[config.mk]
export PLATFORM = sky130hd
export DESIGN_NAME = mhoa_mac
export DESIGN_NICKNAME = d
export VERILOG_FILES = /design/src/hdl/mhoa_pkg.sv /design/src/hdl/mhoa_mac.sv
export SDC_FILE = /design/constraint.sdc
export NUM_CORES = 2
export LEC_CHECK = 0
export BUFFER_PORTS_ARGS = -buffer_cell sky130_fd_sc_hd__buf_2
export CAP_MARGIN = 10
export CORE_ASPECT_RATIO = 2
export CORE_MARGIN = 2
export CORE_UTILIZATION = 30
export CTS_CLUSTER_SIZE = 14
export DETAILED_ROUTE_END_ITERATION = 8
export GPL_TIMING_DRIVEN = 0
export HOLD_SLACK_MARGIN = 0.12
export SETUP_SLACK_MARGIN = 0.4
export SLEW_MARGIN = 20
export SYNTH_ARGS = -nofsm -noshare
export SYNTH_HDL_FRONTEND = slang
export SYNTH_SLANG_ARGS = --single-unit
export TNS_END_PERCENT = 5
[constraint.sdc]
create_clock -name clk_i -period 4.8 [get_ports clk_i]
set_input_delay 0.24 -clock clk_i [delete_from_list [all_inputs] [get_ports clk_i]]
set_output_delay 0.24 -clock clk_i [all_outputs]
set_load 0.01 [all_outputs]
[src/hdl/mhoa_pkg.sv]
// shared types and constants of the mesh overhang area block
`default_nettype none
package mhoa_pkg;

  localparam int unsigned CoordW = 24;
  localparam int unsigned EdgeW  = 25;
  localparam int unsigned CrossW = 51;
  localparam int unsigned MulW   = 27;
  localparam int unsigned ProdW  = 54;
  localparam int unsigned AccW   = 104;
  localparam int unsigned RadW   = 102;
  localparam int unsigned RootW  = 51;
  localparam int unsigned SumW   = 63;
  localparam int unsigned CfgW   = 16;
  localparam int unsigned CfgIdxW = 2;

  localparam logic [CfgIdxW-1:0] CFG_UP_X = 2'd0;
  localparam logic [CfgIdxW-1:0] CFG_UP_Y = 2'd1;
  localparam logic [CfgIdxW-1:0] CFG_UP_Z = 2'd2;
  localparam logic [CfgIdxW-1:0] CFG_COS  = 2'd3;

  localparam logic [SumW-1:0] SUM_MAX = {SumW{1'b1}};

  typedef enum logic [1:0] {
    SH_0  = 2'd0,
    SH_25 = 2'd1,
    SH_26 = 2'd2,
    SH_50 = 2'd3
  } mac_shift_e;

  typedef struct packed {
    logic       clr;
    logic       sub;
    mac_shift_e sh;
  } mac_cmd_t;

  typedef struct packed {
    logic signed [CoordW-1:0] ax;
    logic signed [CoordW-1:0] ay;
    logic signed [CoordW-1:0] az;
    logic signed [CoordW-1:0] bx;
    logic signed [CoordW-1:0] by;
    logic signed [CoordW-1:0] bz;
    logic signed [CoordW-1:0] cx;
    logic signed [CoordW-1:0] cy;
    logic signed [CoordW-1:0] cz;
    logic                     last_triangle;
  } tri_t;

  typedef struct packed {
    logic [SumW-1:0] total_area;
    logic [SumW-1:0] overhang_area;
  } res_t;

endpackage
`default_nettype wire

[src/hdl/mhoa_mac.sv]
// shared 27x27 signed multiplier with shifted 104 bit accumulator
`default_nettype none
module mhoa_mac (
  input  wire logic                                clk_i,
  input  wire logic                                rst_ni,
  input  wire logic                                en_i,
  input  wire mhoa_pkg::mac_cmd_t                  cmd_i,
  input  wire logic signed [mhoa_pkg::MulW-1:0]    a_i,
  input  wire logic signed [mhoa_pkg::MulW-1:0]    b_i,
  output logic signed [mhoa_pkg::AccW-1:0]         acc_o
);
  import mhoa_pkg::*;

  logic signed [ProdW-1:0] prod;
  logic signed [AccW-1:0]  ext;
  logic signed [AccW-1:0]  term;
  logic signed [AccW-1:0]  base;
  logic signed [AccW-1:0]  acc_d, acc_q;

  always_comb begin
    prod = a_i * b_i;
    ext  = {{(AccW-ProdW){prod[ProdW-1]}}, prod};
    unique case (cmd_i.sh)
      SH_0:    term = ext;
      SH_25:   term = ext <<< 25;
      SH_26:   term = ext <<< 26;
      SH_50:   term = ext <<< 50;
      default: term = ext;
    endcase
    base  = cmd_i.clr ? '0 : acc_q;
    acc_d = cmd_i.sub ? base - term : base + term;
  end

  always_ff @(posedge clk_i or negedge rst_ni) begin
    if (!rst_ni) begin
      acc_q <= '0;
    end else if (en_i) begin
      acc_q <= acc_d;
    end
  end

  assign acc_o = acc_q;
endmodule
`default_nettype wire

* Word level (Yosys, flattened, before mapping)
Cells that the tools add are included.
** Storage, ports and cells
- Memory bits (writable) :: 0
- Word-level logic and storage cells :: 11
- Latch bits :: 0
- Bits in read-only memories :: 0
- Register bits after elaboration :: 104
- Output and inout port bits :: 104
- Input port bits :: 61
- Memories kept :: 0
** Cells by class
- Div/mod/pow operators :: 0
- Mux-type cells :: 3
- Bitwise operators :: 0
- Equal/unequal tests :: 3
- Multipliers :: 1
- $add $sub $neg :: 2
- Shift-type cells :: 0
- Magnitude comparators :: 0
- Reduce and logical (&&, ||, !) cells :: 1
** Operators with widths (number)
- 104-bit one-hot mux with 4 select lines :: 1
- 104-bit 2-to-1 mux :: 2
- 104-bit adder :: 1
- 104-bit subtractor :: 1
- 27-bit by 27-bit multiplier with 54-bit output :: 1
- 2-bit == test (second input constant) :: 2
- 2-bit by 1-bit == test with 1-bit output (second input constant) :: 1
- 2-bit zero test :: 1

* Depth between registers and ports, before layout
- Depth in word-level cells :: 4
- Depth in mapped cells :: 52
- Mapped depth without buffers :: 46

* Worst setup path after synthesis
No wires, ideal clock.
- Path kind :: input -> register
- From :: input a_i[26] in the netlist's numbering
- To :: register acc_q[99] (netlist: acc_o[99])
- Data required time :: 4.675 ns
- Arrival time :: 11.406 ns
- Stages on the path :: 42
- Setup time :: 0.125 ns
- Path buffers :: 2
- Setup slack :: -6.730 ns
- Cell sequence :: clkbuf_1 > nand2_1 > inv_1 > fa_1 > fa_1 > inv_1 > fa_1 > inv_1 > fa_1 > fa_1 > fa_1 > fa_1 > ha_1 > nand2_1 > o21ai_0 > a21o_1 > or2_2 > a2111oi_1 > (+6 left out) > or3_1 > mux2_2 > o22ai_1 > ha_1 > clkbuf_1 > a21o_1 > a21oi_1 > o31ai_1 > a21oi_1 > o21bai_1 > a221oi_1 > a211oi_1 > nor2_1 > o31ai_1 > a221o_1 > a21oi_1 > xnor2_1 > mux2_2
** Between the ends
- Cells in the longest elaborated chain, start to end :: 4
- Elaborated cells on any way between the ends :: 5
- Those cells by class :: 2 x add/sub; 1 x mul; 2 x mux
** RTL lines
- start: declaration :: line mhoa_mac.sv:8 : input wire logic signed [mhoa_pkg::MulW-1:0] a_i,
- 27-bit by 27-bit multiplier with 54-bit output (*) :: line mhoa_mac.sv:21 : prod = a_i * b_i;
- 104-bit one-hot mux with 4 select lines (*) :: line mhoa_mac.sv:23 : unique case (cmd_i.sh)
- 104-bit adder or 104-bit subtractor (tied branches) :: line mhoa_mac.sv:31 : acc_d = cmd_i.sub ? base - term : base + term;
- 104-bit 2-to-1 mux (*) :: line mhoa_mac.sv:31
- end signal: assignment :: line mhoa_mac.sv:36 : acc_q <= '0;
- end signal: assignment :: line mhoa_mac.sv:38 : acc_q <= acc_d;
- end: declaration :: line mhoa_mac.sv:18 : logic signed [AccW-1:0] acc_d, acc_q;
Every way passes the cells marked *; elsewhere a longest branch is shown, timed or not. The select of a mux whose other input is x is not followed.
A chain may end at the register's enable or synchronous reset.

* Final worst setup path
- From :: input b_i[4] in the netlist's numbering
- To :: register acc_q[103] (netlist: acc_o[103])
** Between the ends
- Cells in the longest elaborated chain, start to end :: 4
- Elaborated cells on any way between the ends :: 5
- Those cells by class :: 2 x add/sub; 1 x mul; 2 x mux
** RTL lines
- start: declaration :: line mhoa_mac.sv:9 : input wire logic signed [mhoa_pkg::MulW-1:0] b_i,
- 27-bit by 27-bit multiplier with 54-bit output (*) :: line mhoa_mac.sv:21
- 104-bit one-hot mux with 4 select lines (*) :: line mhoa_mac.sv:23
- 104-bit adder or 104-bit subtractor (tied branches) :: line mhoa_mac.sv:31
- 104-bit 2-to-1 mux (*) :: line mhoa_mac.sv:31
Marks and branches as above.

==> qor.yml <==
yosys:
  yosysTopAreaCell: "fa_1"
  synth_area_mm2: 0.0433
  yosys_warnings: 0
  ys_async_sr_fraction_pct: 100
  synth.distinct_cells: 110
  synth_area_leaders: "fa_1 (35%), ha_1 (7.6%), inv_1 (7.4%), dfrtp_1 (6.0%), and2_1 (5.4%)"
  avgSynthCellArea_um2: 8.32
  synth_ff_type: "dfrtp_1"
  ys_ff_latch: 104
  netlist_instances: 5211
  synth_edf_count: 0
  synth_top_area_share_pct: 35.2
  ys_seq_area_share_pct: 6.00
  syn_nets: 6296
detailed_routing:
  ant_nets: 0
  drt-total-wl_um: 199000
  viasPerCell: 5.38
  wire_per_inst_um: 26.6
  route.met2.wl_um: 103000
  firstDrtPassIters: 7
  num_vias: 40300
  wl_met3_um: 9810
  top_layer: "met5"
  wl_met1_um: 59500
  drc_errors: 0
  initialDrtViolationCount: 2361
floorplanning:
  num_rows: 197
  die_h_um: 542
  core-area_mm2: 0.144
  die_w_um: 273
  start_util_pct: 30.2
  die-area_mm2: 0.148
  io_pins: 165
global_route:
  track_usage_pct: 26.9
  grt_max_degree: 71
  grt_pass1_wl_um: 289000
  antenna_found_initial: 8
  grt_pass1_vias: 43703
  overflow: 0
timing:
  slew_headroom_pct: 15.6
  final_max_slew_viol_count: 0
  timing.fmax_mhz: 84.8
  tightestPinTransition_ns: 1.26
  rsz0062_at_grt: "yes"
  finalCriticalPeriod_ns: 11.80
  setup_violations: 99
  skew_ns: 0.0306
  final_hold_viol_count: 0
  fin_ws_ns: -7.00
  period_share_pct: 246
  holdWs_ns: 0.283
layout:
  final_util_pct: 37.3
  nets: 6675
  syn_to_final_growth_pct: 23.6
  fin_area_mm2: 0.0536
  layout_common_cells: "inv_1 (832), fa_1 (737), nand2_1 (560), and2_1 (364), a21oi_1 (248)"
  layout-drive-gt1-share_pct: 19.6
  layout_commonest_cell: "inv_1"
  fillers: 14544
  largest_reg_flops: 104
clocking:
  root_buffer: "clkbuf_16"
  cts_buffer_depth: 2
  clk_pin_slew_ns: 0.10
  clk-insertion-delay-late_ns: 0.42
  clock-sinks: 104
  htreeDepth: 3
  cts_tree: "done"
  numCtsBuffers: 9
placement:
  post_dp_cell_area_mm2: 0.0472
  post-dp-hpwl_um: 166000
  preCtsSetupSlack_ns: -10.45
  gp_congestion: 1.05
  io_buffers: 146
outcome:
  violations: "setup timing"
  outcome: "finished with violations"
critical_path:
  cp.arrival_ns: 12.09
  cp_slowest_cell: "or4_4"
  crit_top_cell: "fa_1"
  crit_family: "adder cells"
  worst-path-buf-inv: 9
  required_ns: 5.10
  ff2ff_path_depth: 17
  r2r-start: "acc_o[8]$_DFFE_PN0P_"
  worstSetupPathType: "in -> reg"
  crit_fanout: 10
  regToRegSetupSlack_ns: -0.55
  critPathLaunchType: "input port"
  end_kind: "register"
  r2r_end: "acc_o[103]$_DFFE_PN0P_"
  max_stage_delay_ns: 0.58
flow_run:
  maxCapViolCount: 0
hold_path:
  holdCritPathClass: "in -> async"
==> cells in the mapped netlist, types with 8 or more instances <==
cell type	n
nor4_1	19
o21bai_1	38
inv_1	852
and4_1	13
o31ai_1	23
nand2_1	581
nor3b_1	9
mux2i_1	16
o31a_1	10
a221o_1	8
a31o_2	9
nand3_1	60
and2_1	373
clkbuf_1	250
xor2_1	88
a221oi_1	17
o21a_1	29
and3_1	19
o211ai_1	28
buf_2	27
a21o_1	87
o21ai_1	21
nand4_1	47
dfrtp_1	104
a2111oi_0	11
o221ai_1	9
nor2_1	239
nor2b_1	122
o22ai_1	14
a21oi_1	286
nand2b_1	28
or3_1	24
a22oi_1	8
or2_2	10
o21ai_0	158
a31oi_1	49
a21boi_0	13
a211oi_1	28
a211o_1	15
fa_1	762
xnor2_1	136
mux2_2	94
nor3_1	74
ha_1	262
==> cell type report <==
class                      count  area [um2]  share of cell area [%]
multi-input combinational   3969       39100                    73.0
tap                         1890        2360                    4.41
timing repair buffer         368        2900                    5.41
buffer                       283        3050                    5.70
antenna                        9        22.5                  0.0420
sequential                   104        2600                    4.86
clock inverter                 6        53.8                   0.100
inverter                     855        3230                    6.03
clock buffer                   9         225                   0.420
==> cell families (layout without fill, tap and decap cells) <==
family / after synthesis / after routing / share of synthesized area, %
flops: 104 / 104 / 6.00
xor+xnor: 225 / 225 / 4.56
other cells: 0 / 9 / 0
mux: 110 / 110 / 2.81
buf+inv: 1138 / 1521 / 9.95
compound gates: 954 / 954 / 14.6
fa+ha+maj: 1024 / 1024 / 42.8
simple gates: 1656 / 1656 / 19.3
==> worst max-delay path by stage <==
stage | startpoint | endpoint | slack, ns | cells after the start
floorplan | b_i[2] | acc_o[99]$_DFFE_PN0P_ | -5.90 | 42
global placement | a_i[12] | acc_o[103]$_DFFE_PN0P_ | -11.16 | 43
detailed placement | a_i[18] | acc_o[103]$_DFFE_PN0P_ | -10.45 | 46
CTS | b_i[11] | acc_o[103]$_DFFE_PN0P_ | -6.87 | 45
global route | a_i[26] | acc_o[103]$_DFFE_PN0P_ | -7.20 | 52
finish | b_i[4] | acc_o[103]$_DFFE_PN0P_ | -7.00 | 46
==> timing repair <==
item,in CTS,in global routing
setup buffers,143,69
pin swaps,128,139
resized for setup,679,288
endpoints found under the hold margin,34,0
gates cloned,3,3
endpoints found under the setup margin,100,101
hold buffers,1,0
==> metrics by stage <==
stage / instances / TNS (ns)
after detailed placement: 7250 / -752.05
after floorplan: 5211 / -412.89
after global placement: 7247 / -781.98
final: 7493 / -498.31
after CTS: 7412 / -505.80
after global routing: 7485 / -523.93
==> metal layers <==
metal	up-vias	track usage, %
met5	-	0
met4	2	28.1
met3	912	3.91
met2	1735	49.8
met1	20119	23.7
li1	17532	-
Power is left out: the tool's default activity adds up to more than one toggle a clock period on the data nets, which glitch-free logic cannot reach.
