===== config.mk =====
export PLATFORM = sky130hd
export DESIGN_NAME = mhoa_isqrt
export DESIGN_NICKNAME = d
export VERILOG_FILES = /design/src/hdl/mhoa_pkg.sv /design/src/hdl/mhoa_isqrt.sv
export SDC_FILE = /design/constraint.sdc
export NUM_CORES = 1
export LEC_CHECK = 0
export ABC_AREA = 1
export BUFFER_PORTS_ARGS = -buffer_cell sky130_fd_sc_hd__buf_2
export CAP_MARGIN = 20
export CORE_ASPECT_RATIO = 0.9
export CORE_UTILIZATION = 55
export CTS_BUF_LIST = sky130_fd_sc_hd__clkbuf_8 sky130_fd_sc_hd__clkbuf_16
export DETAILED_ROUTE_END_ITERATION = 7
export PLACE_DENSITY = 0.76
export SYNTH_ARGS = -nofsm -noshare
export SYNTH_HDL_FRONTEND = slang
export SYNTH_SLANG_ARGS = --single-unit

===== constraint.sdc =====
create_clock -name clk_i -period 5.31 [get_ports clk_i]
set_input_delay 0.7965 -clock clk_i [delete_from_list [all_inputs] [get_ports clk_i]]
set_output_delay 0.7965 -clock clk_i [all_outputs]
set_load 0.01 [all_outputs]

===== src/hdl/mhoa_pkg.sv =====
// shared types and constants of the mesh overhang area block
`default_nettype none
package mhoa_pkg;

  localparam int unsigned CoordW = 24;
  localparam int unsigned EdgeW  = 25;
  localparam int unsigned CrossW = 51;
  localparam int unsigned MulW   = 27;
  localparam int unsigned ProdW  = 54;
  localparam int unsigned AccW   = 104;
  localparam int unsigned RadW   = 102;
  localparam int unsigned RootW  = 51;
  localparam int unsigned SumW   = 63;
  localparam int unsigned CfgW   = 16;
  localparam int unsigned CfgIdxW = 2;

  localparam logic [CfgIdxW-1:0] CFG_UP_X = 2'd0;
  localparam logic [CfgIdxW-1:0] CFG_UP_Y = 2'd1;
  localparam logic [CfgIdxW-1:0] CFG_UP_Z = 2'd2;
  localparam logic [CfgIdxW-1:0] CFG_COS  = 2'd3;

  localparam logic [SumW-1:0] SUM_MAX = {SumW{1'b1}};

  typedef enum logic [1:0] {
    SH_0  = 2'd0,
    SH_25 = 2'd1,
    SH_26 = 2'd2,
    SH_50 = 2'd3
  } mac_shift_e;

  typedef struct packed {
    logic       clr;
    logic       sub;
    mac_shift_e sh;
  } mac_cmd_t;

  typedef struct packed {
    logic signed [CoordW-1:0] ax;
    logic signed [CoordW-1:0] ay;
    logic signed [CoordW-1:0] az;
    logic signed [CoordW-1:0] bx;
    logic signed [CoordW-1:0] by;
    logic signed [CoordW-1:0] bz;
    logic signed [CoordW-1:0] cx;
    logic signed [CoordW-1:0] cy;
    logic signed [CoordW-1:0] cz;
    logic                     last_triangle;
  } tri_t;

  typedef struct packed {
    logic [SumW-1:0] total_area;
    logic [SumW-1:0] overhang_area;
  } res_t;

endpackage
`default_nettype wire


===== src/hdl/mhoa_isqrt.sv =====
// bit serial floor square root, two radicand bits per cycle
`default_nettype none
module mhoa_isqrt (
  input  wire logic                            clk_i,
  input  wire logic                            rst_ni,
  input  wire logic                            start_i,
  input  wire logic [mhoa_pkg::RadW-1:0]       rad_i,
  output logic                                 done_o,
  output logic [mhoa_pkg::RootW-1:0]           root_o
);
  import mhoa_pkg::*;

  localparam int unsigned RemW = RootW + 2;

  logic [RadW-1:0]  rad_q, rad_d;
  logic [RemW-1:0]  rem_q, rem_d;
  logic [RootW-1:0] root_q, root_d;
  logic [5:0]       cnt_q, cnt_d;
  logic             busy_q, busy_d;
  logic             done_q, done_d;
  logic [RemW+1:0]  rem_t;
  logic [RemW+1:0]  trial;
  logic             ge;

  always_comb begin
    rem_t  = {rem_q, rad_q[RadW-1 -: 2]};
    trial  = {2'b00, root_q, 2'b01};
    ge     = rem_t >= trial;
    rad_d  = rad_q;
    rem_d  = rem_q;
    root_d = root_q;
    cnt_d  = cnt_q;
    busy_d = busy_q;
    done_d = 1'b0;
    if (start_i) begin
      rad_d  = rad_i;
      rem_d  = '0;
      root_d = '0;
      cnt_d  = 6'(RootW - 1);
      busy_d = 1'b1;
    end else if (busy_q) begin
      rad_d  = {rad_q[RadW-3:0], 2'b00};
      rem_d  = ge ? RemW'(rem_t - trial) : RemW'(rem_t);
      root_d = {root_q[RootW-2:0], ge};
      cnt_d  = cnt_q - 6'd1;
      if (cnt_q == 6'd0) begin
        busy_d = 1'b0;
        done_d = 1'b1;
      end
    end
  end

  always_ff @(posedge clk_i or negedge rst_ni) begin
    if (!rst_ni) begin
      busy_q <= 1'b0;
      done_q <= 1'b0;
      cnt_q  <= '0;
    end else begin
      busy_q <= busy_d;
      done_q <= done_d;
      cnt_q  <= cnt_d;
    end
  end

  always_ff @(posedge clk_i) begin
    rad_q  <= rad_d;
    rem_q  <= rem_d;
    root_q <= root_d;
  end

  assign done_o = done_q;
  assign root_o = root_q;
endmodule
`default_nettype wire


# Yosys cells after proc, flatten, opt, wreduce, memory -nomap -nowiden
# Cells that the tools add are included.
[totals]
elab_cells = 22
out_inout_bits = 52
latchBits = 0
rom_bits = 0
ramBits = 0
mem_count = 0
in_bits = 105
register_bits = 214
[classes]
n_shift = 0
order_cmp = 1
mul = 0
mux = 11
div = 0
n_reduce_logical = 2
addsub = 2
eq_ne = 0
n_bitwise = 0
[ops]
columns = ["operator", "n"]
rows = [
  ["$mux 102", 2],
  ["$ge 55x53->1", 1],
  ["$mux 53", 1],
  ["$sub 53x53->53", 1],
  ["$mux 6", 2],
  ["$logic_not 6->1", 1],
  ["$mux 1", 6],
  ["$sub 6x1->6 const B", 1],
  ["$reduce_bool 2->1", 1],
]

# Logic depth before layout (Yosys ltp)
# Gate-level depths: netlist of run 1.
[depth]
ltp_word = 4
depth_mapped = 20
mapped_depth_nobuf = 18

# Worst setup path after synthesis of run 1
# OpenSTA, ideal clock, no wires.
[synth_timing]
path_kind = "input -> register"
from = "input port start_i"
to = "register rad_q[0], enable pin"
arrival_time_ns = 4.220
required_ns = 4.803
slack_ns = 0.583
cell_stages = 4
cell_sequence = "clkbuf_1 > nor2_1 > clkinv_1 > clkbuf_1"
[synth_between]
elab_chain_cells = 1
[synth_lines]
columns = ["element", "line", "source"]
rows = [
  ["start: declaration", "mhoa_isqrt.sv:6", "input wire logic start_i,"],
  ["$reduce_bool 2->1 (no source line)", "n/a", ""],
  ["end signal: assignment", "mhoa_isqrt.sv:66", "rad_q <= rad_d;"],
  ["end: declaration", "mhoa_isqrt.sv:15", "logic [RadW-1:0] rad_q, rad_d;"],
]
# No other way between the ends.
# A chain may end at the register's enable or synchronous reset.

# Worst setup path in the final report of run 1
[layout_timing]
from = "register root_q[25], in the netlist root_o[25]"
to = "register rem_q[35]"
[layout_between]
elab_chain_cells = 2
[layout_lines]
columns = ["element", "line", "source"]
rows = [
  ["start: declaration", "mhoa_isqrt.sv:17", "logic [RootW-1:0] root_q, root_d;"],
  ["start signal: assignment", "mhoa_isqrt.sv:68", "root_q <= root_d;"],
  ["$sub 53x53->53 or $ge 55x53->1 (tied branches)", "mhoa_isqrt.sv:43, mhoa_isqrt.sv:28", ""],
  ["$mux 53 *", "mhoa_isqrt.sv:43", "rem_d = ge ? RemW'(rem_t - trial) : RemW'(rem_t);"],
  ["end signal: assignment", "mhoa_isqrt.sv:67", "rem_q <= rem_d;"],
  ["end: declaration", "mhoa_isqrt.sv:16", "logic [RemW-1:0] rem_q, rem_d;"],
]
# Every way passes the cells marked *; elsewhere a longest branch is shown, timed or not.

==> flow_summary.html, run 1 <==
<table>
<tr><th>Metric</th><th>Value</th></tr>
<tr><th colspan="2">Run status</th></tr>
<tr><td>Outcome</td><td>finished clean</td></tr>
<tr><th colspan="2">Floorplan</th></tr>
<tr><td>Number of rows in the core area</td><td>54</td></tr>
<tr><td>Overall die height</td><td>152.5 um</td></tr>
<tr><td>Total die area</td><td>25800 um^2</td></tr>
<tr><td>IO Count</td><td>157</td></tr>
<tr><td>CORE AREA</td><td>24460 um^2</td></tr>
<tr><td>Die Span X</td><td>169.2 um</td></tr>
<tr><td>Initial standard-cell utilization of the core</td><td>56.57%</td></tr>
<tr><th colspan="2">Setup path</th></tr>
<tr><td>Length in cells of the worst reg-to-reg path</td><td>14</td></tr>
<tr><td>End of the worst register-to-register path</td><td>rem_q[35]$_SDFFE_PP0P_</td></tr>
<tr><td>Data arrival at the endpoint of the critical path</td><td>3730 ps</td></tr>
<tr><td>Crit path buf inv count</td><td>3</td></tr>
<tr><td>Nature of the critical path startpoint</td><td>flop</td></tr>
<tr><td>CP Cell Sequence</td><td>inv_1 &gt; ha_1 &gt; nand2_1 &gt; nor2_1 &gt; inv_1 &gt; nor2_1 &gt; and2_1 &gt; nand3_2 &gt; nand2_2 &gt; buf_4 &gt; nand2_4 &gt; nor2_1 &gt; nor2_1 &gt; nor2_1</td></tr>
<tr><td>Class of the most critical setup path</td><td>reg2reg</td></tr>
<tr><td>Required time at the endpoint of the critical path</td><td>5780 ps</td></tr>
<tr><td>Stages on worst setup path</td><td>14</td></tr>
<tr><td>Startpoint of the most critical register-to-register path</td><td>root_o[25]$_SDFFE_PP0P_</td></tr>
<tr><td>Worst Path Max Fanout</td><td>26</td></tr>
<tr><td>Slowest stage delay, CP</td><td>540 ps</td></tr>
<tr><td>Standard cell with the maximum stage delay on the critical path</td><td>sky130_fd_sc_hd__nand2_2</td></tr>
<tr><td>Critical path capture point type</td><td>flop</td></tr>
<tr><td>Library cell appearing most often on the critical path</td><td>sky130_fd_sc_hd__nor2_1</td></tr>
<tr><td>Cell class contributing the biggest share of worst-path delay</td><td>simple AND/OR/NAND/NOR gates</td></tr>
<tr><td>FF-to-FF setup slack</td><td>2050 ps</td></tr>
<tr><th colspan="2">Timing</th></tr>
<tr><td>Unrepaired setup endpoints after global routing</td><td>no</td></tr>
<tr><td>Relative slew slack</td><td>26.14%</td></tr>
<tr><td>Final Hold Viols</td><td>0</td></tr>
<tr><td>Peak Freq</td><td>0.3067 GHz</td></tr>
<tr><td>Final Max Tran Viols</td><td>0</td></tr>
<tr><td>Post-Route Setup TNS</td><td>0 ps</td></tr>
<tr><td>Total of endpoints with negative setup slack in the final report</td><td>0</td></tr>
<tr><td>Share of the clock period used by the worst path after layout</td><td>61.40%</td></tr>
<tr><td>Final period demand of the worst path</td><td>3260 ps</td></tr>
<tr><td>Largest clock skew in the final design</td><td>26.66 ps</td></tr>
<tr><td>Transition time at the pin with the least slew margin</td><td>1106 ps</td></tr>
<tr><th colspan="2">Synthesis</th></tr>
<tr><td>Gate Count Post-Synth</td><td>2074</td></tr>
<tr><td>Cell with the most instances after synthesis</td><td>sky130_fd_sc_hd__nand2_1</td></tr>
<tr><td>Multiplexer share of the synthesized area</td><td>0%</td></tr>
<tr><td>Share of synthesized registers carrying an async set or reset</td><td>3.738%</td></tr>
<tr><td>Share of Yosys cell area claimed by the top area cell type</td><td>23.74%</td></tr>
<tr><td>Top post-synthesis cells by count</td><td>sky130_fd_sc_hd__nand2_1 (875), sky130_fd_sc_hd__inv_1 (357), sky130_fd_sc_hd__nor2_1 (120), sky130_fd_sc_hd__nand3_1 (107), sky130_fd_sc_hd__dfxtp_1 (104)</td></tr>
<tr><td>Synthesized area per cell</td><td>6.672 um^2</td></tr>
<tr><td>Count of flip-flops with a built-in enable after synthesis</td><td>102</td></tr>
<tr><td>Main area contributors after synthesis</td><td>sky130_fd_sc_hd__nand2_1 (24%), sky130_fd_sc_hd__edfxtp_1 (22%), sky130_fd_sc_hd__dfxtp_1 (15%)</td></tr>
<tr><td>Largest area contributor in the synthesized netlist</td><td>sky130_fd_sc_hd__nand2_1</td></tr>
<tr><td>Count of cell types in the netlist</td><td>38</td></tr>
<tr><td>Synth Area in Simple Gates</td><td>37.63%</td></tr>
<tr><td>Syn Std Cell Area</td><td>13840 um^2</td></tr>
<tr><td>XOR/XNOR Fraction of Synth Area</td><td>1.582%</td></tr>
<tr><td>Synthesis-stage register bit count</td><td>214</td></tr>
<tr><td>Fraction of the mapped netlist area in compound gates</td><td>4.937%</td></tr>
<tr><td>Yosys warning total</td><td>0</td></tr>
<tr><td>Sequential-to-total area share from yosys stat</td><td>38.63%</td></tr>
<tr><td>Most frequently used flop master after synthesis</td><td>sky130_fd_sc_hd__dfxtp_1</td></tr>
<tr><td>Number of nets in the synthesized netlist</td><td>2234</td></tr>
<tr><td>Adder and majority gate portion of the synthesized area</td><td>4.973%</td></tr>
<tr><td>Dominant combinational cell family by area after synthesis</td><td>simple AND/OR/NAND/NOR gates</td></tr>
<tr><th colspan="2">Cells and area</th></tr>
<tr><td>Post-synthesis to final-layout area growth</td><td>12.51%</td></tr>
<tr><td>Inserted Diodes</td><td>0</td></tr>
<tr><td>Share of layout cells above drive strength 1</td><td>11.62%</td></tr>
<tr><td>Net total in the final layout</td><td>2354</td></tr>
<tr><th colspan="2">Power and ir drop</th></tr>
<tr><td>Max rail drop VDD</td><td>0.2890 mV</td></tr>
<tr><td>Cell leakage power</td><td>0.008586 uW</td></tr>
<tr><td>Power density over the cells</td><td>574.4 nW/um^2</td></tr>
<tr><td>PnR Total Power</td><td>8942 uW</td></tr>
<tr><th colspan="2">CTS</th></tr>
<tr><td>CTS tree</td><td>yes</td></tr>
<tr><td>CTS max path bufs</td><td>3</td></tr>
<tr><td>Clock Sinks</td><td>214</td></tr>
<tr><td>Total clock buffers created by CTS</td><td>23</td></tr>
<tr><td>Maximum level of the CTS H-tree</td><td>1</td></tr>
<tr><td>Cts hold-fix bufs</td><td>0</td></tr>
<tr><td>Clock slew seen by the registers of the worst setup and hold paths</td><td>60 ps</td></tr>
<tr><td>Clock latency on the worst-skew pair</td><td>540 ps</td></tr>
<tr><td>Number of gates resized after CTS</td><td>0</td></tr>
<tr><td>Library cell used as clock root buffer</td><td>sky130_fd_sc_hd__clkbuf_16</td></tr>
<tr><td>Number of post-CTS setup repair buffers</td><td>0</td></tr>
<tr><th colspan="2">Worst hold path</th></tr>
<tr><td>Type of the worst min-delay path</td><td>in2async</td></tr>
<tr><th colspan="2">Detailed routing</th></tr>
<tr><td>Post-route ant nets</td><td>0</td></tr>
<tr><td>Drt initial violations</td><td>1074</td></tr>
<tr><td>Iteration count of the initial detailed-routing pass</td><td>7</td></tr>
<tr><td>DRC errors left</td><td>0</td></tr>
<tr><td>Via/cell ratio</td><td>5.152</td></tr>
<tr><td>Routed wire length</td><td>38350 um</td></tr>
<tr><td>Vias after detailed routing</td><td>13.12k</td></tr>
<tr><td>Routed len/inst</td><td>15.06 um</td></tr>
<tr><th colspan="2">Placed design</th></tr>
<tr><td>Post-detailed-placement half-perimeter wirelength</td><td>28450 um</td></tr>
<tr><td>Gpl congestion</td><td>1.009</td></tr>
<tr><td>Quantity of I/O buffers inserted on ports</td><td>156</td></tr>
<tr><th colspan="2">GRT</th></tr>
<tr><td>Tot GR Track Use</td><td>29.85%</td></tr>
<tr><td>Number of global-route vias before repair</td><td>12.31k</td></tr>
<tr><td>Initial antenna violation count</td><td>2</td></tr>
<tr><td>Largest net degree at the start of global routing</td><td>133</td></tr>
<tr><td>Wire length of the first global-routing pass</td><td>61940 um</td></tr>
<tr><td>Total congestion overflow</td><td>0</td></tr>
<tr><th colspan="2">Flow run</th></tr>
<tr><td>Max capacitance violation total</td><td>0</td></tr>
</table>
==> cell usage in the layout (no fill, tap or decap), drive strengths merged <==
| master | count |
|---|---|
| o22ai | 50 |
| o21ai | 13 |
| xnor2 | 1 |
| xor2 | 24 |
| dfrtp | 8 |
| a21o | 1 |
| or3b | 1 |
| o21bai | 3 |
| a22oi | 1 |
| clkbuf | 29 |
| nand3 | 119 |
| buf | 165 |
| clkinv | 5 |
| a31oi | 1 |
| nand3b | 9 |
| ha | 55 |
| nor3 | 7 |
| and2 | 5 |
| inv | 373 |
| o211ai | 1 |
| nor2 | 133 |
| nand2 | 881 |
| edfxtp | 102 |
| dfxtp | 104 |
| nor4 | 1 |
| nand4 | 75 |
| a21oi | 44 |
==> worst max-delay path by stage <==
stage,to,start
floorplan,rad_q[0]$_SDFFCE_PN0P_,start_i
global placement,rem_q[33]$_SDFFE_PP0P_,root_o[10]$_SDFFE_PP0P_
detailed placement,rem_q[40]$_SDFFE_PP0P_,root_o[14]$_SDFFE_PP0P_
CTS,rem_q[35]$_SDFFE_PP0P_,root_o[15]$_SDFFE_PP0P_
global route,rem_q[36]$_SDFFE_PP0P_,root_o[28]$_SDFFE_PP0P_
finish,rem_q[35]$_SDFFE_PP0P_,root_o[25]$_SDFFE_PP0P_
==> cell type report <==
| class | count | area, um^2 |
|---|---|---|
| clock inverter | 13 | 73.82 |
| clock buffer | 29 | 658.1 |
| timing repair buffer | 165 | 890.9 |
| multi-input combinational | 1425 | 6798 |
| sequential | 214 | 5349 |
| inverter | 365 | 1378 |
| fill | 2319 | 8891 |
| tap | 336 | 420.4 |
==> cell families (layout without fill, tap and decap cells) <==
group / Yosys count / count (layout)
buffers and inverters: 435 / 572
adder cells (fa/ha/maj): 55 / 55
AND/OR/NAND/NOR: 1231 / 1231
AO/OA/AOI/OAI: 114 / 114
flip-flops: 214 / 214
XOR/XNOR: 25 / 25
==> routing by layer <==
layer,global-route usage [%],vias to the layer above,share of wire (%)
met5,0,-,0.068
met4,8.580,4,2.8
met3,4.805,64,6.2
met2,47.34,395,45
met1,41.95,5951,46
li1,-,6707,-
==> report_power, final <==
part | switching (uW) | leakage (uW) | internal (uW)
logic | 3620 | 0.00614 | 1670
registers | 147 | 0.00206 | 1960
clock network | 663 | 0.000386 | 877
total | 4430 | 0.00859 | 4510
==> sequential cells by signal (all words and copies together) (netlist names) <==
signal  cells
rad_q     102
rem_q      53
root_o     51
cnt_q       6
busy_q      1
done_o      1
==> stage by stage <==
| step | utilization (%) | instances | cell area [um^2] | setup slack (ps) | hold WS [ps] |
|---|---|---|---|---|---|
| final | 63.65 | 2547 | 15570 | 2050 | 95.85 |
| after global routing | 63.65 | 2547 | 15570 | 1691 | 85.63 |
| after CTS | 63.42 | 2545 | 15510 | 2056 | 79.53 |
| after detailed placement | 60.43 | 2503 | 14780 | 2080 | 465.6 |
| after global placement | 60.43 | 2503 | 14780 | 2148 | 465.9 |
| after floorplan | - | 2074 | 13840 | 582.9 | 447.0 |
Note: power is estimated with default switching activity, not from simulation.
==> inputs of run 2 (changes only) <==
- ABC_AREA: 1 -> 0
- clock period: 5.31 -> 3 ns (I/O delays scaled with it)
==> flow_summary.html, run 2 <==
<table>
<tr><th>Metric</th><th>Value</th></tr>
<tr><th colspan="2">Synthesis</th></tr>
<tr><td>Share of Yosys cell area claimed by the top area cell type</td><td>25.25% (+1.5 points)</td></tr>
<tr><td>Syn Std Cell Area</td><td>12130 um^2 (-12%)</td></tr>
<tr><td>Count of cell types in the netlist</td><td>70 (+84%)</td></tr>
<tr><td>Most frequently used flop master after synthesis</td><td>sky130_fd_sc_hd__dfxtp_1</td></tr>
<tr><td>Main area contributors after synthesis</td><td>sky130_fd_sc_hd__edfxtp_1 (25%), sky130_fd_sc_hd__dfxtp_1 (17%), sky130_fd_sc_hd__mux2_2 (9.3%)</td></tr>
<tr><td>Gate Count Post-Synth</td><td>1233 (-41%)</td></tr>
<tr><td>Largest area contributor in the synthesized netlist</td><td>sky130_fd_sc_hd__edfxtp_1</td></tr>
<tr><td>Yosys warning total</td><td>0 (unchanged)</td></tr>
<tr><td>Cell with the most instances after synthesis</td><td>sky130_fd_sc_hd__nor2_1</td></tr>
<tr><td>Top post-synthesis cells by count</td><td>sky130_fd_sc_hd__nor2_1 (133), sky130_fd_sc_hd__nand2_1 (124), sky130_fd_sc_hd__dfxtp_1 (104), sky130_fd_sc_hd__edfxtp_1 (102), sky130_fd_sc_hd__mux2_2 (100)</td></tr>
<tr><td>Count of flip-flops with a built-in enable after synthesis</td><td>102 (unchanged)</td></tr>
<tr><td>Sequential-to-total area share from yosys stat</td><td>44.07% (+5.4 points)</td></tr>
<tr><td>Synthesis-stage register bit count</td><td>214 (unchanged)</td></tr>
<tr><td>Synthesized area per cell</td><td>9.837 um^2 (+47%)</td></tr>
<tr><td>Number of nets in the synthesized netlist</td><td>1393 (-38%)</td></tr>
<tr><td>Share of synthesized registers carrying an async set or reset</td><td>3.738% (unchanged)</td></tr>
<tr><th colspan="2">Placed design</th></tr>
<tr><td>Number of instances in the placed design</td><td>1668 (-33%)</td></tr>
<tr><td>Worst-case setup slack after placement</td><td>-77.25 ps (-2157 ps)</td></tr>
<tr><td>Post-detailed-placement half-perimeter wirelength</td><td>20100 um (-29%)</td></tr>
<tr><td>Gpl congestion</td><td>0.9275 (-8.1%)</td></tr>
<tr><td>Quantity of I/O buffers inserted on ports</td><td>156 (unchanged)</td></tr>
<tr><th colspan="2">GRT</th></tr>
<tr><td>Number of global-route vias before repair</td><td>9017 (-27%)</td></tr>
<tr><td>Total congestion overflow</td><td>0 (unchanged)</td></tr>
<tr><td>Initial antenna violation count</td><td>0 (-2)</td></tr>
<tr><td>Largest net degree at the start of global routing</td><td>88 (-34%)</td></tr>
<tr><td>Wire length of the first global-routing pass</td><td>44170 um (-29%)</td></tr>
<tr><td>Tot GR Track Use</td><td>24.23% (-5.6 points)</td></tr>
<tr><th colspan="2">Run status</th></tr>
<tr><td>Outcome</td><td>finished clean</td></tr>
<tr><th colspan="2">Cells and area</th></tr>
<tr><td>Post-synthesis to final-layout area growth</td><td>20.67%</td></tr>
<tr><td>Most used cells in the layout excluding fill and tap cells</td><td>sky130_fd_sc_hd__buf_2 (155), sky130_fd_sc_hd__nor2_1 (132), sky130_fd_sc_hd__nand2_1 (122)</td></tr>
<tr><td>Share of layout cells above drive strength 1</td><td>29.22% (+18 points)</td></tr>
<tr><td>Max reg flops</td><td>102 (unchanged)</td></tr>
<tr><td>Final core occ</td><td>67.66% (+4.0 points)</td></tr>
<tr><td>Non-filler cells in the finished layout</td><td>1718 (-33%)</td></tr>
<tr><td>Inserted Diodes</td><td>0 (unchanged)</td></tr>
<tr><td>Net total in the final layout</td><td>1569 (-33%)</td></tr>
<tr><td>Register with the most flip-flops</td><td>rad_q</td></tr>
<tr><td>Commonest non-fill, non-tap cell in the layout</td><td>sky130_fd_sc_hd__buf_2</td></tr>
<tr><th colspan="2">Floorplan</th></tr>
<tr><td>Total die area</td><td>22650 um^2 (-12%)</td></tr>
<tr><td>Number of rows in the core area</td><td>51 (-5.6%)</td></tr>
<tr><td>CORE AREA</td><td>21630 um^2 (-12%)</td></tr>
<tr><td>IO Count</td><td>157 (unchanged)</td></tr>
<tr><td>Initial standard-cell utilization of the core</td><td>56.07% (-0.50 points)</td></tr>
<tr><td>Die Span X</td><td>158.5 um (-6.3%)</td></tr>
<tr><td>Overall die height</td><td>142.9 um (-6.3%)</td></tr>
<tr><th colspan="2">Timing</th></tr>
<tr><td>Unrepaired setup endpoints after global routing</td><td>yes</td></tr>
<tr><td>Final Max Tran Viols</td><td>0 (unchanged)</td></tr>
<tr><td>Final setup margin</td><td>104.3 ps (-1945 ps)</td></tr>
<tr><td>Relative slew slack</td><td>45.10% (+19 points)</td></tr>
<tr><td>Total of endpoints with negative setup slack in the final report</td><td>0 (unchanged)</td></tr>
<tr><td>Share of the clock period used by the worst path after layout</td><td>96.52% (+35 points)</td></tr>
<tr><td>Transition time at the pin with the least slew margin</td><td>823.5 ps (-282.8 ps)</td></tr>
<tr><td>Final Hold Viols</td><td>0 (unchanged)</td></tr>
<tr><td>Largest clock skew in the final design</td><td>15.35 ps (-11.31 ps)</td></tr>
<tr><td>Final period demand of the worst path</td><td>2896 ps (-364.6 ps)</td></tr>
<tr><td>Peak Freq</td><td>0.3453 GHz (+13%)</td></tr>
<tr><th colspan="2">CTS</th></tr>
<tr><td>Library cell used as clock root buffer</td><td>sky130_fd_sc_hd__clkbuf_16</td></tr>
<tr><td>Clock Sinks</td><td>214 (unchanged)</td></tr>
<tr><td>Maximum level of the CTS H-tree</td><td>1 (unchanged)</td></tr>
<tr><td>CTS tree</td><td>yes</td></tr>
<tr><td>Clock latency on the worst-skew pair</td><td>520 ps (-20 ps)</td></tr>
<tr><td>CTS max path bufs</td><td>3 (unchanged)</td></tr>
<tr><td>Total clock buffers created by CTS</td><td>24 (+4.3%)</td></tr>
<tr><td>Clock slew seen by the registers of the worst setup and hold paths</td><td>60 ps (about the same)</td></tr>
<tr><th colspan="2">Setup path</th></tr>
<tr><td>Class of the most critical setup path</td><td>reg2reg</td></tr>
<tr><td>Crit path buf inv count</td><td>2 (-1)</td></tr>
<tr><td>Required time at the endpoint of the critical path</td><td>3420 ps (-2360 ps)</td></tr>
<tr><td>Nature of the critical path startpoint</td><td>flop</td></tr>
<tr><td>Worst Path Max Fanout</td><td>12 (-54%)</td></tr>
<tr><td>Critical path capture point type</td><td>flop</td></tr>
<tr><td>Standard cell with the maximum stage delay on the critical path</td><td>sky130_fd_sc_hd__dfxtp_1</td></tr>
<tr><td>Library cell appearing most often on the critical path</td><td>sky130_fd_sc_hd__a21oi_1</td></tr>
<tr><td>Slowest stage delay, CP</td><td>330 ps (-210 ps)</td></tr>
<tr><td>CP Cell Sequence</td><td>inv_1 &gt; ha_1 &gt; a21oi_1 &gt; o21ai_0 &gt; a2bb2oi_1 &gt; a21oi_1 &gt; a2111oi_4 &gt; a21o_1 &gt; and2_4 &gt; buf_6 &gt; nand2_1 &gt; a311oi_1</td></tr>
<tr><td>Cell class contributing the biggest share of worst-path delay</td><td>compound AO/OA/AOI/OAI gates</td></tr>
<tr><td>Data arrival at the endpoint of the critical path</td><td>3310 ps (-420 ps)</td></tr>
<tr><th colspan="2">Worst hold path</th></tr>
<tr><td>Type of the worst min-delay path</td><td>in2reg</td></tr>
<tr><th colspan="2">Power and ir drop</th></tr>
<tr><td>Cell leakage power</td><td>0.006517 uW (-24%)</td></tr>
<tr><td>Power density over the cells</td><td>985.2 nW/um^2 (+72%)</td></tr>
<tr><td>Max rail drop VDD</td><td>0.5433 mV (+88%)</td></tr>
<tr><th colspan="2">Detailed routing</th></tr>
<tr><td>Routed len/inst</td><td>16.68 um (+11%)</td></tr>
<tr><td>Routed wire length</td><td>28660 um (-25%)</td></tr>
<tr><td>Post-route ant nets</td><td>0 (unchanged)</td></tr>
<tr><td>Iteration count of the initial detailed-routing pass</td><td>5 (-2)</td></tr>
<tr><td>Via/cell ratio</td><td>5.704 (+11%)</td></tr>
<tr><td>Drt initial violations</td><td>758 (-29%)</td></tr>
<tr><td>Vias after detailed routing</td><td>9800 (-25%)</td></tr>
<tr><td>DRC errors left</td><td>0 (unchanged)</td></tr>
<tr><th colspan="2">Flow run</th></tr>
<tr><td>Max capacitance violation total</td><td>0 (unchanged)</td></tr>
</table>
run 2: changes by cell type after synthesis, moves of 13 or more:
cell	before	now
sky130_fd_sc_hd__a21o_1	1	31
sky130_fd_sc_hd__o21ai_0	12	38
sky130_fd_sc_hd__mux2_2	0	100
sky130_fd_sc_hd__mux2i_1	0	50
sky130_fd_sc_hd__nand3_1	107	16
sky130_fd_sc_hd__o22ai_1	50	2
sky130_fd_sc_hd__nand2_1	875	124
sky130_fd_sc_hd__xnor2_1	1	34
sky130_fd_sc_hd__nor2_1	120	133
sky130_fd_sc_hd__a311oi_1	0	36
sky130_fd_sc_hd__nand4_1	67	21
sky130_fd_sc_hd__inv_1	357	68
sky130_fd_sc_hd__a21oi_1	35	58
run 2: repair_timing:
item | in CTS | in global routing
resized for setup | 4 | 55
gates cloned | 0 | 1
setup buffers | 3 | 1
hold buffers | 1 | 0
hold endpoints to repair | 8 | 0
endpoints found under the setup margin | 21 | 53
pin swaps | 2 | 12
run 2: cell families after synthesis:
| group | Yosys count | synth area share (%) |
|---|---|---|
| simple gates | 356 | 13.13 |
| compound gates | 264 | 15.18 |
| flops | 214 | 44.07 |
| mux | 150 | 13.41 |
| buf+inv | 144 | 4.921 |
| fa+ha+maj | 55 | 5.674 |
| xor+xnor | 50 | 3.610 |
run 2: cell type report:
type,count,area (um^2)
clock inverters,16,171.4
multi-input cells,876,6461
well taps,291,364.1
flip-flops and latches,214,5358
clock buffers,28,666.9
fillers,1737,6995
repair buffers,225,1356
inverters,68,259.0
run 2: worst register-to-register path, stage by stage (launching register included):
cell and delay [ps]:
sky130_fd_sc_hd__dfxtp_1 330, sky130_fd_sc_hd__inv_1 40, sky130_fd_sc_hd__ha_1 300, sky130_fd_sc_hd__a21oi_1 240, sky130_fd_sc_hd__o21ai_0 210, sky130_fd_sc_hd__a2bb2oi_1 200
sky130_fd_sc_hd__a21oi_1 130, sky130_fd_sc_hd__a2111oi_4 330, sky130_fd_sc_hd__a21o_1 220, sky130_fd_sc_hd__and2_4 240, sky130_fd_sc_hd__buf_6 170, sky130_fd_sc_hd__nand2_1 80
sky130_fd_sc_hd__a311oi_1 300
run 2: per-stage QoR:
stage | hold slack [ps] | cell area (um^2) | TNS, ps | power (uW)
finish | 215.8 | 14640 | 0 | 14420
global route | 195.0 | 14640 | -239.0 | 15330
CTS | 194.9 | 14360 | -5.489 | 13920
detailed placement | 301.1 | 13470 | -477.2 | 10670
global placement | 298.7 | 13470 | 0 | 10570
floorplan | 154.4 | 12140 | 0 | 8912
run 2: worst paths after layout:
check,from,to,slack (ps),cells past startpoint
min in group asynchronous,rst_ni,done_o$_DFF_PN0_,290,2
worst max-delay path,root_o[24]$_SDFFE_PP0P_,rem_q[10]$_SDFFE_PP0P_,100,12
worst min-delay path,rad_i[0],rad_q[0]$_SDFFCE_PN0P_,220,2
worst min register to register,rem_q[0]$_SDFFE_PP0P_,rem_q[0]$_SDFFE_PP0P_,490,2
max in group asynchronous,rst_ni,busy_q$_DFF_PN0_,2530,2
worst max register to register,root_o[24]$_SDFFE_PP0P_,rem_q[10]$_SDFFE_PP0P_,100,12
run 2: per-layer routing:
metal	up-vias	global-route usage, %	part of all wire (%)	wire length [um]
met5	-	0	0	0
met2	274	38.25	46	13170
met3	40	4.067	5.6	1602
met4	0	5.972	1.9	542
li1	4831	-	-	-
met1	4655	34.40	47	13350
run 2: power by group:
group	internal, uW	switching (uW)	total (uW)	leakage [uW]
registers	3510	290	3810	0.00203
logic	3350	4190	7540	0.00406
clock network	1860	1210	3070	0.000427
total	8730	5690	14400	0.00652
==> inputs of run 3 (changes only) <==
- CELL_PAD_IN_SITES_DETAIL_PLACEMENT: unset -> 0
- CELL_PAD_IN_SITES_GLOBAL_PLACEMENT: unset -> 1
- CORE_MARGIN: unset -> 2
- CORE_UTILIZATION: 55 -> 46
- PLACE_DENSITY: 0.76 -> unset
- PLACE_DENSITY_LB_ADDON: unset -> 0.1
==> flow_summary.html, run 3 (same netlist as run 2, synthesis figures left out) <==
<table>
<tr><th>Metric</th><th>Value</th></tr>
<tr><th colspan="2">Power and ir drop</th></tr>
<tr><td>Cell leakage power</td><td>0.006723 uW (+3.2%)</td></tr>
<tr><td>Portion of total power attributed to sequential cells</td><td>25.1% (-1.3 points)</td></tr>
<tr><td>Power density over the cells</td><td>997.3 nW/um^2 (+1.2%)</td></tr>
<tr><td>Max rail drop VDD</td><td>0.4659 mV (-14%)</td></tr>
<tr><td>Sw frac</td><td>38.95% (-0.54 points)</td></tr>
<tr><td>Net switching power</td><td>5846 uW (+2.7%)</td></tr>
<tr><td>Combinational share of power</td><td>54.2% (+1.9 points)</td></tr>
<tr><td>Internal cell power</td><td>9164 uW (+5.0%)</td></tr>
<tr><td>Clock network power share</td><td>20.7% (-0.6 points)</td></tr>
<tr><th colspan="2">Floorplan</th></tr>
<tr><td>Number of rows in the core area</td><td>56 (+9.8%)</td></tr>
<tr><td>CORE AREA</td><td>25990 um^2 (+20%)</td></tr>
<tr><td>Total die area</td><td>27680 um^2 (+22%)</td></tr>
<tr><td>IO Count</td><td>157 (unchanged)</td></tr>
<tr><td>Die Span X</td><td>175.2 um (+10%)</td></tr>
<tr><td>Overall die height</td><td>158.1 um (+11%)</td></tr>
<tr><td>Initial standard-cell utilization of the core</td><td>46.66% (-9.4 points)</td></tr>
<tr><th colspan="2">Timing</th></tr>
<tr><td>Transition time at the pin with the least slew margin</td><td>653.9 ps (-169.5 ps)</td></tr>
<tr><td>Final setup margin</td><td>116.8 ps (+12.45 ps)</td></tr>
<tr><td>Total of endpoints with negative setup slack in the final report</td><td>0 (unchanged)</td></tr>
<tr><td>Relative slew slack</td><td>56.40% (+11 points)</td></tr>
<tr><td>Final Hold Viols</td><td>0 (unchanged)</td></tr>
<tr><td>Worst hold margin</td><td>212.0 ps (-3.774 ps)</td></tr>
<tr><td>Share of the clock period used by the worst path after layout</td><td>96.11% (-0.42 points)</td></tr>
<tr><td>Final period demand of the worst path</td><td>2883 ps (-12.45 ps)</td></tr>
<tr><td>Peak Freq</td><td>0.3468 GHz (+0.43%)</td></tr>
<tr><td>Final Max Tran Viols</td><td>0 (unchanged)</td></tr>
<tr><td>Largest clock skew in the final design</td><td>26.42 ps (+11.07 ps)</td></tr>
<tr><th colspan="2">CTS</th></tr>
<tr><td>Maximum level of the CTS H-tree</td><td>1 (unchanged)</td></tr>
<tr><td>Clock latency on the worst-skew pair</td><td>540 ps (+20 ps)</td></tr>
<tr><td>CTS tree</td><td>yes</td></tr>
<tr><td>Library cell used as clock root buffer</td><td>sky130_fd_sc_hd__clkbuf_16</td></tr>
<tr><td>Total clock buffers created by CTS</td><td>24 (unchanged)</td></tr>
<tr><td>Clock Sinks</td><td>214 (unchanged)</td></tr>
<tr><td>CTS max path bufs</td><td>3 (unchanged)</td></tr>
<tr><td>Clock slew seen by the registers of the worst setup and hold paths</td><td>70 ps (about the same)</td></tr>
<tr><th colspan="2">Setup path</th></tr>
<tr><td>Data arrival at the endpoint of the critical path</td><td>3320 ps (about the same)</td></tr>
<tr><td>Worst Path Max Fanout</td><td>6 (-6)</td></tr>
<tr><td>Nature of the critical path startpoint</td><td>flop</td></tr>
<tr><td>Critical path capture point type</td><td>flop</td></tr>
<tr><td>Class of the most critical setup path</td><td>reg2reg</td></tr>
<tr><td>Required time at the endpoint of the critical path</td><td>3440 ps (+20 ps)</td></tr>
<tr><th colspan="2">Detailed routing</th></tr>
<tr><td>Post-route ant nets</td><td>0 (unchanged)</td></tr>
<tr><td>DRC errors left</td><td>0 (unchanged)</td></tr>
<tr><td>Vias after detailed routing</td><td>9733 (-0.68%)</td></tr>
<tr><td>Routed wire length</td><td>30410 um (+6.1%)</td></tr>
<tr><td>Via/cell ratio</td><td>5.371 (-5.8%)</td></tr>
<tr><td>Drt initial violations</td><td>696 (-8.2%)</td></tr>
<tr><td>Iteration count of the initial detailed-routing pass</td><td>7 (+2)</td></tr>
<tr><td>Routed len/inst</td><td>16.78 um (+0.60%)</td></tr>
<tr><th colspan="2">Cells and area</th></tr>
<tr><td>Most used cells in the layout excluding fill and tap cells</td><td>sky130_fd_sc_hd__buf_2 (155), sky130_fd_sc_hd__nor2_1 (131), sky130_fd_sc_hd__nand2_1 (122)</td></tr>
<tr><td>Max reg flops</td><td>102 (unchanged)</td></tr>
<tr><td>Inserted Diodes</td><td>0 (unchanged)</td></tr>
<tr><td>Commonest non-fill, non-tap cell in the layout</td><td>sky130_fd_sc_hd__buf_2</td></tr>
<tr><td>Share of layout cells above drive strength 1</td><td>31.63% (+2.4 points)</td></tr>
<tr><td>Post-route cell area</td><td>15050 um^2 (+2.8%)</td></tr>
<tr><td>Post-synthesis to final-layout area growth</td><td>24.09%</td></tr>
<tr><td>Register with the most flip-flops</td><td>rad_q</td></tr>
<tr><td>Net total in the final layout</td><td>1606 (+2.4%)</td></tr>
<tr><th colspan="2">GRT</th></tr>
<tr><td>Wire length of the first global-routing pass</td><td>47740 um (+8.1%)</td></tr>
<tr><td>Number of global-route vias before repair</td><td>9226 (+2.3%)</td></tr>
<tr><td>Initial antenna violation count</td><td>0 (unchanged)</td></tr>
<tr><td>GRT met3 Usage</td><td>2.594% (-1.5 points)</td></tr>
<tr><td>Tot GR Track Use</td><td>21.04% (-3.2 points)</td></tr>
<tr><td>Met2 routing resource usage after global routing</td><td>32.32% (-5.9 points)</td></tr>
<tr><td>Total congestion overflow</td><td>0 (unchanged)</td></tr>
<tr><td>Global routing met1 resource utilization</td><td>31.20% (-3.2 points)</td></tr>
<tr><td>Largest net degree at the start of global routing</td><td>71 (-19%)</td></tr>
<tr><td>GRT Max-Usage Layer</td><td>met2</td></tr>
<tr><th colspan="2">Placed design</th></tr>
<tr><td>Gpl congestion</td><td>0.8490 (-8.5%)</td></tr>
<tr><td>Quantity of I/O buffers inserted on ports</td><td>156 (unchanged)</td></tr>
<tr><td>Worst-case setup slack after placement</td><td>-41.24 ps (+36.00 ps)</td></tr>
<tr><td>Post-detailed-placement half-perimeter wirelength</td><td>21320 um (+6.0%)</td></tr>
<tr><td>Placed standard-cell area</td><td>13830 um^2 (+2.6%)</td></tr>
<tr><th colspan="2">Run status</th></tr>
<tr><td>Outcome</td><td>finished clean</td></tr>
<tr><th colspan="2">Flow run</th></tr>
<tr><td>Max capacitance violation total</td><td>0 (unchanged)</td></tr>
<tr><th colspan="2">Worst hold path</th></tr>
<tr><td>Type of the worst min-delay path</td><td>in2reg</td></tr>
</table>
-- run 3: repair_timing --
action	CTS	global route
gates cloned	1	1
endpoints found under the setup margin	21	52
hold buffers	1	0
hold endpoints to repair	8	0
buffers inserted	2	5
resized for setup	5	61
pin swaps	0	17
-- run 3: per-layer routing --
| metal | wire length, um | share of wire, % | vias up |
|---|---|---|---|
| met5 | 0 | 0 | - |
| met2 | 13240 | 44 | 196 |
| met4 | 753 | 2.5 | 0 |
| li1 | - | - | 4892 |
| met1 | 15150 | 50 | 4598 |
| met3 | 1266 | 4.2 | 47 |
-- run 3: power by group through the flow --
stage               clock [uW]  combinational [uW]  sequential (uW)
floorplan                    0                5160             3750
global placement             0                7310             3810
detailed placement           0                7300             3820
CTS                       3200                7480             3760
global route              3290                8920             3810
finish                    3110                8130             3770
-- run 3: cell type report --
class | instances | area (um^2)
clock buffer | 29 | 691.9
timing repair buffer | 262 | 1693
tap | 348 | 435.4
multi-input combinational | 876 | 6465
sequential | 214 | 5358
inverter | 68 | 259.0
clock inverter | 15 | 148.9
fill | 2337 | 10940
-- run 3: worst max-delay path, stage by stage (launching register included) --
cell and delay [ps]:
sky130_fd_sc_hd__dfxtp_1 360, sky130_fd_sc_hd__inv_1 70, sky130_fd_sc_hd__ha_2 400, sky130_fd_sc_hd__nand2_1 120, sky130_fd_sc_hd__or3_4 390, sky130_fd_sc_hd__nor3_4 220, sky130_fd_sc_hd__a2111oi_4 120, sky130_fd_sc_hd__buf_4 160
sky130_fd_sc_hd__a211o_1 360, sky130_fd_sc_hd__a211oi_1 240, sky130_fd_sc_hd__o21ai_1 90, sky130_fd_sc_hd__a311oi_1 270
-- run 3: final timing paths --
check / slack, ps / depth (start not counted) / start / end
max: 120 / 11 / root_o[27]$_SDFFE_PP0P_ / rem_q[47]$_SDFFE_PP0P_
min: 210 / 2 / rad_i[99] / rad_q[99]$_DFFE_PP_
max reg2reg: 120 / 11 / root_o[27]$_SDFFE_PP0P_ / rem_q[47]$_SDFFE_PP0P_
min reg2reg: 500 / 2 / rem_q[29]$_SDFFE_PP0P_ / rem_q[31]$_SDFFE_PP0P_
max in group asynchronous: 2510 / 2 / rst_ni / busy_q$_DFF_PN0_
min in group asynchronous: 290 / 2 / rst_ni / cnt_q[5]$_DFFE_PN0P_
-- run 3: stage by stage --
| step | power [uW] | setup TNS, ps | utilization [%] | std cells |
|---|---|---|---|---|
| 2_1_floorplan | 8912 | 0 | - | 1233 |
| 3_3_place_gp | 11130 | -1.869 | 53.20 | 1758 |
| 3_5_place_dp | 11120 | -259.8 | 53.20 | 1758 |
| 4_1_cts | 14440 | 0 | 56.65 | 1806 |
| 5_1_grt | 16020 | -14.61 | 57.90 | 1812 |
| 6_report | 15010 | 0 | 57.90 | 1812 |
